**config.mk**
```make
export PLATFORM = sky130hd
export DESIGN_NAME = neighbor_table_mru_lookup_top
export DESIGN_NICKNAME = d
export VERILOG_FILES = /design/src/nbrmru_pkg.sv /design/src/nbrmru_ctrl.sv /design/src/nbrmru_dp.sv /design/src/neighbor_table_mru_lookup_top.sv
export SDC_FILE = /design/constraint.sdc
export NUM_CORES = 1
export LEC_CHECK = 0
export CORE_UTILIZATION = 40
export CTS_BUF_LIST = sky130_fd_sc_hd__clkbuf_8 sky130_fd_sc_hd__clkbuf_16
export CTS_CLUSTER_SIZE = 8
export DETAILED_ROUTE_END_ITERATION = 12
export DONT_BUFFER_PORTS = 1
export GPL_ROUTABILITY_DRIVEN = 0
export SYNTH_ARGS = -nofsm -noshare
export SYNTH_HDL_FRONTEND = slang
export SYNTH_HIERARCHICAL = 1
export SYNTH_SLANG_ARGS = --single-unit
```
**constraint.sdc**
```tcl
create_clock -name clk_i -period 7.57 [get_ports clk_i]
set_input_delay 1.514 -clock clk_i [delete_from_list [all_inputs] [get_ports clk_i]]
set_output_delay 1.514 -clock clk_i [all_outputs]
set_load 0.01 [all_outputs]
```
**src/nbrmru_pkg.sv**
```systemverilog
// Shared types and constants for the neighbor table lookup block
package nbrmru_pkg;

  localparam int TABLE_DEPTH = 16;
  localparam int IDX_W       = $clog2(TABLE_DEPTH);
  localparam int ADDR_W      = 8;
  localparam int TIME_W      = 32;
  localparam int RSSI_W      = 8;
  localparam int OP_W        = 2;
  localparam int IN_TDATA_W  = 96;
  localparam int OUT_TDATA_W = 16;
  localparam int CFG_IDX_W   = 1;
  localparam int CFG_DATA_W  = 8;

  localparam logic [ADDR_W-1:0] ADDR_RESET = 8'hFF;

  typedef enum logic [OP_W-1:0] {
    OP_OBSERVE      = 2'd0,
    OP_NEXT_HIGHER  = 2'd1,
    OP_NEXT_LOWER   = 2'd2,
    OP_LOWEST_BELOW = 2'd3
  } opcode_e;

  typedef enum logic [CFG_IDX_W-1:0] {
    REG_OWN_ADDR   = 1'd0,
    REG_BCAST_ADDR = 1'd1
  } cfg_reg_e;

  typedef enum logic [1:0] {
    ST_IDLE,
    ST_SCAN,
    ST_UPDATE,
    ST_DONE
  } state_e;

  typedef struct packed {
    logic load_item;
    logic scan_step;
    logic do_update;
    logic load_result;
  } cmd_t;

  typedef struct packed {
    logic scan_end;
    logic hit;
    logic is_observe;
    logic out_free;
  } status_t;

endpackage

```
**src/nbrmru_ctrl.sv**
```systemverilog
// Sequencer for the neighbor table: accept, scan, update, result
module nbrmru_ctrl (
  input  logic                 clk_i,
  input  logic                 rst_ni,
  input  logic                 s_axis_tvalid,
  output logic                 s_axis_tready,
  input  nbrmru_pkg::status_t  status_i,
  output nbrmru_pkg::cmd_t     cmd_o
);
  import nbrmru_pkg::*;

  state_e state_q, state_d;

  always_ff @(posedge clk_i or negedge rst_ni) begin
    if (!rst_ni) begin
      state_q <= ST_IDLE;
    end else begin
      state_q <= state_d;
    end
  end

  always_comb begin
    state_d       = state_q;
    cmd_o         = '0;
    s_axis_tready = 1'b0;
    unique case (state_q)
      ST_IDLE: begin
        s_axis_tready = 1'b1;
        if (s_axis_tvalid) begin
          cmd_o.load_item = 1'b1;
          state_d         = ST_SCAN;
        end
      end
      ST_SCAN: begin
        if (status_i.hit) begin
          state_d = ST_UPDATE;
        end else if (status_i.scan_end) begin
          state_d = status_i.is_observe ? ST_UPDATE : ST_DONE;
        end else begin
          cmd_o.scan_step = 1'b1;
        end
      end
      ST_UPDATE: begin
        cmd_o.do_update = 1'b1;
        state_d         = ST_DONE;
      end
      ST_DONE: begin
        if (status_i.out_free) begin
          cmd_o.load_result = 1'b1;
          state_d           = ST_IDLE;
        end
      end
      default: state_d = ST_IDLE;
    endcase
  end

endmodule

```
**src/nbrmru_dp.sv**
```systemverilog
// Datapath: table storage, scan compare, move-to-front update, result register
module nbrmru_dp (
  input  logic                                  clk_i,
  input  logic                                  rst_ni,
  input  logic                                  cfg_we_i,
  input  logic [nbrmru_pkg::CFG_IDX_W-1:0]      cfg_index_i,
  input  logic [nbrmru_pkg::CFG_DATA_W-1:0]     cfg_wdata_i,
  input  logic [nbrmru_pkg::IN_TDATA_W-1:0]     s_axis_tdata,
  input  logic [nbrmru_pkg::OP_W-1:0]           s_axis_tuser,
  output logic                                  m_axis_tvalid,
  input  logic                                  m_axis_tready,
  output logic [nbrmru_pkg::OUT_TDATA_W-1:0]    m_axis_tdata,
  input  nbrmru_pkg::cmd_t                      cmd_i,
  output nbrmru_pkg::status_t                   status_o
);
  import nbrmru_pkg::*;

  // table storage, entry 0 is the most recent
  logic [ADDR_W-1:0]        id_q   [TABLE_DEPTH];
  logic [TIME_W-1:0]        seen_q [TABLE_DEPTH];
  logic signed [RSSI_W-1:0] rssi_q [TABLE_DEPTH];
  logic [IDX_W-1:0]         count_q;

  logic [ADDR_W-1:0] own_q, bcast_q;

  // latched transaction
  opcode_e                  op_q;
  logic [ADDR_W-1:0]        sender_q, dest_q, ref_q, best_q;
  logic signed [RSSI_W-1:0] strength_q;
  logic [TIME_W-1:0]        now_q, limit_q;
  logic [IDX_W-1:0]         k_q;

  logic                     out_valid_q;
  logic [ADDR_W-1:0]        found_q;
  logic                     for_us_q;

  // unpacked input
  logic [ADDR_W-1:0]        in_sender, in_dest, in_qaddr, in_ref;
  logic signed [RSSI_W-1:0] in_strength;
  logic [TIME_W-1:0]        in_now, in_span;

  logic [ADDR_W-1:0] rd_id;
  logic [TIME_W-1:0] rd_seen;
  logic              is_obs, cand, better, scan_end;

  assign in_sender   = s_axis_tdata[7:0];
  assign in_dest     = s_axis_tdata[15:8];
  assign in_strength = s_axis_tdata[23:16];
  assign in_now      = s_axis_tdata[55:24];
  assign in_qaddr    = s_axis_tdata[63:56];
  assign in_span     = s_axis_tdata[95:64];
  assign in_ref      = (in_qaddr == '0) ? own_q : in_qaddr;

  assign rd_id    = id_q[k_q];
  assign rd_seen  = seen_q[k_q];
  assign is_obs   = (op_q == OP_OBSERVE);
  assign scan_end = (k_q == count_q);

  always_comb begin
    unique case (op_q)
      OP_NEXT_HIGHER: begin
        cand   = rd_id > ref_q;
        better = (best_q == '0) || (rd_id < best_q);
      end
      OP_NEXT_LOWER: begin
        cand   = rd_id < ref_q;
        better = (best_q == '0) || (rd_id > best_q);
      end
      OP_LOWEST_BELOW: begin
        cand   = rd_id < ref_q;
        better = (best_q == '0) || (rd_id < best_q);
      end
      default: begin
        cand   = 1'b0;
        better = 1'b0;
      end
    endcase
  end

  assign status_o.scan_end   = scan_end;
  assign status_o.hit        = is_obs && !scan_end && (rd_id == sender_q);
  assign status_o.is_observe = is_obs;
  assign status_o.out_free   = !out_valid_q || m_axis_tready;

  assign m_axis_tvalid = out_valid_q;
  assign m_axis_tdata  = {{(OUT_TDATA_W - ADDR_W - 1){1'b0}}, for_us_q, found_q};

  // control and configuration
  always_ff @(posedge clk_i or negedge rst_ni) begin
    if (!rst_ni) begin
      own_q       <= ADDR_RESET;
      bcast_q     <= ADDR_RESET;
      count_q     <= '0;
      out_valid_q <= 1'b0;
    end else begin
      if (cfg_we_i) begin
        unique case (cfg_reg_e'(cfg_index_i))
          REG_OWN_ADDR:   own_q   <= cfg_wdata_i;
          REG_BCAST_ADDR: bcast_q <= cfg_wdata_i;
          default: ;
        endcase
      end
      if (cmd_i.do_update && scan_end && (count_q != IDX_W'(TABLE_DEPTH - 1))) begin
        count_q <= count_q + 1'b1;
      end
      if (cmd_i.load_result) begin
        out_valid_q <= 1'b1;
      end else if (m_axis_tready) begin
        out_valid_q <= 1'b0;
      end
    end
  end

  // transaction registers and scan
  always_ff @(posedge clk_i) begin
    if (cmd_i.load_item) begin
      op_q       <= opcode_e'(s_axis_tuser);
      sender_q   <= in_sender;
      dest_q     <= in_dest;
      strength_q <= in_strength;
      now_q      <= in_now;
      ref_q      <= in_ref;
      limit_q    <= (in_now > in_span) ? (in_now - in_span) : '0;
      k_q        <= '0;
      if (opcode_e'(s_axis_tuser) == OP_NEXT_HIGHER) begin
        best_q <= (own_q > in_ref) ? own_q : '0;
      end else begin
        best_q <= (own_q < in_ref) ? own_q : '0;
      end
    end else if (cmd_i.scan_step) begin
      k_q <= k_q + 1'b1;
      if ((rd_seen >= limit_q) && cand && better) begin
        best_q <= rd_id;
      end
    end
    if (cmd_i.load_result) begin
      found_q  <= is_obs ? '0 : best_q;
      for_us_q <= is_obs && (sender_q != own_q) &&
                  ((dest_q == own_q) || (dest_q == bcast_q));
    end
  end

  // move-to-front: entries up to the scan position shift back one place
  always_ff @(posedge clk_i) begin
    if (cmd_i.do_update) begin
      for (int k = 1; k < TABLE_DEPTH; k++) begin
        if (IDX_W'(k) <= k_q) begin
          id_q[k]   <= id_q[k-1];
          seen_q[k] <= seen_q[k-1];
          rssi_q[k] <= rssi_q[k-1];
        end
      end
      id_q[0]   <= sender_q;
      seen_q[0] <= now_q;
      rssi_q[0] <= strength_q;
    end
  end

endmodule

```
**src/neighbor_table_mru_lookup_top.sv**
```systemverilog
// Top level of the most-recently-heard neighbor table lookup block
// Keeps up to TABLE_DEPTH-1 radio neighbors in move-to-front order. An observe
// transaction moves or inserts the sender at the front and reports for_us; a
// query transaction returns the next higher, next lower or lowest live neighbor
// address relative to the query address (0 selects the own address), or 0 if
// none. The controller scans the table one entry per cycle through a single
// read port. An observe adds a table update step after its scan, and an observe
// of a known sender stops its scan at the matching entry. Results sit in an
// output register, so the next transaction is taken while a result waits for
// m_axis_tready; a second result then holds the controller until the first
// one leaves.
module neighbor_table_mru_lookup_top (
  input  logic                              clk_i,
  input  logic                              rst_ni,
  input  logic                              cfg_we_i,
  input  logic [nbrmru_pkg::CFG_IDX_W-1:0]  cfg_index_i,
  input  logic [nbrmru_pkg::CFG_DATA_W-1:0] cfg_wdata_i,
  input  logic                              s_axis_tvalid,
  output logic                              s_axis_tready,
  // sender_id, dest_address, signal_strength, now_ms, query_address, live_span
  input  logic [nbrmru_pkg::IN_TDATA_W-1:0] s_axis_tdata,
  // opcode
  input  logic [nbrmru_pkg::OP_W-1:0]       s_axis_tuser,
  output logic                              m_axis_tvalid,
  input  logic                              m_axis_tready,
  // found_address, for_us, zero fill
  output logic [nbrmru_pkg::OUT_TDATA_W-1:0] m_axis_tdata
);
  import nbrmru_pkg::*;

  cmd_t    cmd;
  status_t status;

  nbrmru_ctrl u_ctrl (
    .clk_i         (clk_i),
    .rst_ni        (rst_ni),
    .s_axis_tvalid (s_axis_tvalid),
    .s_axis_tready (s_axis_tready),
    .status_i      (status),
    .cmd_o         (cmd)
  );

  nbrmru_dp u_dp (
    .clk_i         (clk_i),
    .rst_ni        (rst_ni),
    .cfg_we_i      (cfg_we_i),
    .cfg_index_i   (cfg_index_i),
    .cfg_wdata_i   (cfg_wdata_i),
    .s_axis_tdata  (s_axis_tdata),
    .s_axis_tuser  (s_axis_tuser),
    .m_axis_tvalid (m_axis_tvalid),
    .m_axis_tready (m_axis_tready),
    .m_axis_tdata  (m_axis_tdata),
    .cmd_i         (cmd),
    .status_o      (status)
  );

endmodule

```
# --- Yosys cells after proc, flatten, opt, wreduce, memory -nomap -nowiden ---
# Memories as Yosys holds them, arrays and structs flattened. A register that Yosys moved wholly into a read port is not among the register bits.
# Cells that the tools add are included.
classes:
  n_addsub: 3
  multipliers: 0
  div_mod_pow: 0
  order_cmp: 23
  n_eq_ne: 16
  n_shift: 0
  mux: 77
  bitwise: 1
  n_reduce_logical: 27
ops:
  columns: ["cell", "n"]
  rows:
  - ["$mux W1", 59]
  - ["$mux W8", 7]
  - ["$ge A32 B32 Y1", 1]
  - ["$gt A32 B32 Y1", 1]
  - ["$le A4 B4 Y1 const A", 8]
  - ["$sub A32 B32 Y32", 1]
  - ["$eq A8 B8 Y1", 3]
  - ["$gt A8 B8 Y1", 3]
  - ["$lt A8 B8 Y1", 3]
  - ["$le A3 B4 Y1 const A", 4]
  - ["$logic_not A8 Y1", 2]
  - ["$mux W4", 4]
  - ["$add A4 B1 Y4 const B", 2]
  - ["$eq A2 B2 Y1 const B", 4]
  - ["$le A2 B4 Y1 const A", 2]
  - ["$logic_and A1 B1 Y1", 8]
  - ["$mux W2", 4]
  - ["$ne A8 B8 Y1", 1]
  - ["$pmux W2 S4", 1]
  - ["$eq A2 B1 Y1 const B", 3]
  - ["$reduce_and A2 Y1", 3]
  - ["$reduce_bool A2 Y1", 3]
  - ["$eq A4 B4 Y1", 1]
  - ["$le A1 B4 Y1 const A", 1]
  - ["10 further kinds", 18]
word_totals:
  register_bits: 134
  latchBits: 0
  ram_bits: 640
  rom_bits: 0
  inputBits: 112
  out_inout_bits: 18
  wordCells: 164
  memories: 2
mem_list:
  columns: ["memory", "words", "word_bits", "rd", "rd_ports_with_merged_regs", "write_ports", "line", "source"]
  rows:
  - ["u_dp.seen_q", 16, 32, 16, 1, 16, "nbrmru_dp.sv:20", "logic [TIME_W-1:0] seen_q [TABLE_DEPTH];"]
  - ["u_dp.id_q", 16, 8, 16, 1, 16, "nbrmru_dp.sv:19", "logic [ADDR_W-1:0] id_q [TABLE_DEPTH];"]

# --- Logic depth before layout (Yosys ltp) ---
logic_depth:
  depth_word: 8
  ltp_mapped: 16
  depth_no_buf: 13

# --- By module ---
# Netlist, hierarchy kept.
by_module_without_submodules:
  columns: ["mod", "n_inst", "cells_each", "area_per_inst_um2", "seq_area_each_um2"]
  rows:
  - ["nbrmru_dp", 1, 1721, 32533.7, 23137.2]
  - ["nbrmru_ctrl", 1, 20, 209.0, 50.0]

# --- Least setup slack after synthesis ---
# No wires, ideal clock.
synth_path:
  kind: "flip-flop to flip-flop"
  from: "register u_ctrl.state_q[0]"
  to: "memory u_dp.id_q[15][0] (enable)"
  setup_time_ps: 401
  t_arrival_ps: 4956
  t_required_ps: 7169
  path_slack_ps: 2213
  stages_incl_launch_ff: 9
  path_buffers: 1
  cell_sequence: "dfrtp_1 inv_1 ha_1 clkbuf_1 nand2_1 inv_1 nand2_1 inv_1 and2_1"
synth_rtl:
  columns: ["item", "line", "source"]
  rows:
  - ["from (decl)", "nbrmru_ctrl.sv:12", "state_e state_q, state_d;"]
  - ["from (signal assigned)", "nbrmru_ctrl.sv:18", "state_q <= state_d;"]
  - ["to (decl)", "nbrmru_dp.sv:19", null]

==> results.toml <==
[routing]
final_antenna_net_count = 0
vias_per_cell = 5.80
num_vias = 16780
dr.first_iter.drc_count = 1588
wire_per_inst_microns = 27.0
wirelength_mm = 78.2
first_pass_iters = 11
drc = 6

[die]
dieWidth_microns = 288
rows = 104
die_h_microns = 288
die_area_sq_um = 83000
start_util_pct = 40.5
io_pins = 130
core_sq_um = 80800

[synth]
synth_top_area_share_pct = 68.5
ys_seq_area_share_pct = 70.8
async_flop_share_pct = 2.96
yosys.area.top_type = "edfxtp_1"
ys_ff_latch = 778
synthFlopType = "edfxtp_1"
syn-cell-area_sq_um = 32700
synth.area.top_cells = "edfxtp_1 (69%), mux4_2 (13%), ha_1 (3.7%)"
avgSynthCellArea_sq_um = 18.8
synthCells = 1741
ys_warn_count = 6
synth_edf_count = 747
synth_cell_types = 65

[timing]
hold_viol_final = 0
rsz0062_at_grt = "no"
worst_pin_slew_ns = 1.19
setup_tns_ns = 0
fin_worst_skew_ns = 0.0280
slew_violations = 0
maxClockFrequency_ghz = 0.175
setup_viol = 0
fin_crit_ns = 5.71
timing.final.crit_share_pct = 75.4
slew-limit-headroom_pct = 20.4

[pwr]
seq_power_share_pct = 44.0
leakage_uw = 0.0124
ir_drop_uv = 360
pwr-share-comb_pct = 24.8
p_switching_uw = 3890
swShare_pct = 29.0
clock_power_share_pct = 31.2
pwr_density_cell_nw_per_um2 = 363
p_int_uw = 9530

[placed_design]
dp_hpwl_mm = 44.3
port_buffers = 0

[outcome]
violations = "DRC"
status = "complete, but fails checks"

[finish]
area_delta_synth_final_pct = 12.8
nNetsFinal = 2017
drive_gt1_share_pct = 21.2
fin_util_pct = 45.7

[clock_tree]
clkSinkCount = 778
clockRootBuffer = "clkbuf_16"
clock_path_buffers = 3
cts_setup_buffers = 0
path_clk_slew_ns = 0.05
cts_buffers = 107
postCtsResizedCells = 0
cts_tree = "yes"
htreeDepth = 3
cts_hold_buf = 0
insertion_delay_ns = 0.67

[critical_path]
start_kind = "flip-flop"
slowest_delay_ns = 0.89
critPathMaxFanout = 44
crit_path_top_delay_cell = "dfxtp_4"
cp-end-kind = "flip-flop"
worstPathArrival_ns = 5.99
cp_data_required_time_ns = 7.85
cp_cell_sequence = "buf_12, mux4_2, mux4_2, ha_1, nand4_1, nor4_1, o21ai_0, o311ai_0, a21oi_1, a2bb2oi_1"
cpMostUsedCell = "mux4_2"
path_class = "reg -> reg"

[grt]
grt_max_degree = 81
overflow = 0
grt_pass1_vias = 17406
antenna_found_initial = 3
grt_pass1_wl_mm = 115
track_usage_pct = 19.1

[min_path]
worstHoldPathType = "reg -> reg"

[run]
cap_violations = 0
==> area by class of cell <==
class	count	area (sq um)
multi-input combinational	788	8910
tap	1060	1330
timing repair buffer	21	195
inverter	112	422
clock buffer	107	2680
sequential	778	23200
antenna	3	7.51
clock inverter	26	184
fill	6739	43900
==> worst paths after layout <==
path                       slack, ns  depth (start not counted)                    start                     endpoint
hold / removal                  0.41                          0  u_dp/now_q[7]$_DFFE_PP_  u_dp/seen_q[0][7]$_DFFE_PP_
hold reg to reg                 0.41                          0  u_dp/now_q[7]$_DFFE_PP_  u_dp/seen_q[0][7]$_DFFE_PP_
setup reg to reg                1.86                         10                flip-flop     u_dp/best_q[4]$_DFFE_PP_
min in group asynchronous       0.56                          0                   rst_ni  u_dp/count_q[0]$_DFFE_PN0P_
max in group asynchronous       6.83                          0                   rst_ni    u_dp/own_q[7]$_DFFE_PN1P_
setup / recovery                1.86                         10                flip-flop     u_dp/best_q[4]$_DFFE_PP_
==> cell usage after synthesis (all sizes together), types with 18 or more instances <==
library cell,count
nor2,67
mux2,20
clkbuf,34
ha,96
xnor2,20
o21ai,37
a21o,28
buf,35
inv,112
a21oi,58
nand2,26
nor3,18
edfxtp,747
xor2,39
nand4,21
nor2b,22
mux4,196
==> state kept, by name (all words and copies together) (netlist names), 32 cells and up, named ones only <==
| register | flops |
|---|---|
| u_dp/seen_q | 512 |
| u_dp/id_q | 128 |
| u_dp/now_q | 32 |
| u_dp/limit_q | 32 |
==> layout by cell type, fill, tap and decap left out, types with 8 or more instances in the layout <==
master     count
a21o_1        28
a21oi_1       58
a31oi_1        8
and3_1         8
buf_4         18
clkbuf_16    107
dfstp_2       16
edfxtp_1     747
ha_1          95
inv_1        127
mux2_2        19
mux4_2       189
nand2_1       24
nand2b_1      11
nand3_1       11
nand4_1       21
nor2_1        62
nor2b_1       21
nor3_1        18
nor4_1        10
o211ai_1       8
o21ai_0       33
xnor2_1       20
xor2_1        39
==> power groups by stage <==
stage                     sequential (uW)  combinational [uW]  clock [uW]
after floorplan                      5680                2600           0
after global placement               5970                3300           0
after detailed placement             5990                3340           0
after CTS                            5920                3370        4290
after global routing                 5980                3610        4450
final                                5910                3320        4180
==> logic make-up (layout without fill, tap and decap cells) <==
family	count (synthesis)	count (layout)	synth area share, %
muxes	223	223	14.5
AOI/OAI and AO/OA	185	185	3.62
and+or+nand+nor	217	217	3.44
other	1	10	0.0115
buffers and inverters	181	266	2.33
DFF	778	778	70.8
adders and majority gates	97	97	3.73
xor gates and xnor gates	59	59	1.58
==> metal layers <==
metal	routed length, microns	global-route usage [%]	up-vias
met5	79	0.568	-
met4	1730	5.42	4
met3	6160	5.49	117
met2	35900	28.7	682
met1	34300	27.1	8901
li1	-	-	7076
==> worst max-delay path: cells and delay by family, from the launching register on <==
family	cells	cell delay, ns
multiplexers	2	1.11
adder cells (fa/ha/maj)	1	0.33
flip-flops	1	0.89
buffers and inverters	1	0.40
AO/OA/AOI/OAI	4	1.65
AND/OR/NAND/NOR	2	0.83
==> per-stage QoR <==
| step | setup slack [ns] | total power [uW] | hold slack [ns] | std cells | instance area, sq um |
|---|---|---|---|---|---|
| after global routing | 1.51 | 14100 | 0.423 | 2893 | 36900 |
| after CTS | 1.67 | 13600 | 0.413 | 2892 | 36900 |
| after global placement | 1.74 | 9270 | 0.402 | 2759 | 34100 |
| after detailed placement | 1.70 | 9320 | 0.406 | 2759 | 34100 |
| after floorplan | 2.21 | 8280 | 0.400 | 1747 | 32800 |
| final | 1.86 | 13400 | 0.411 | 2895 | 36900 |
Power figures use the tool's default switching activity.
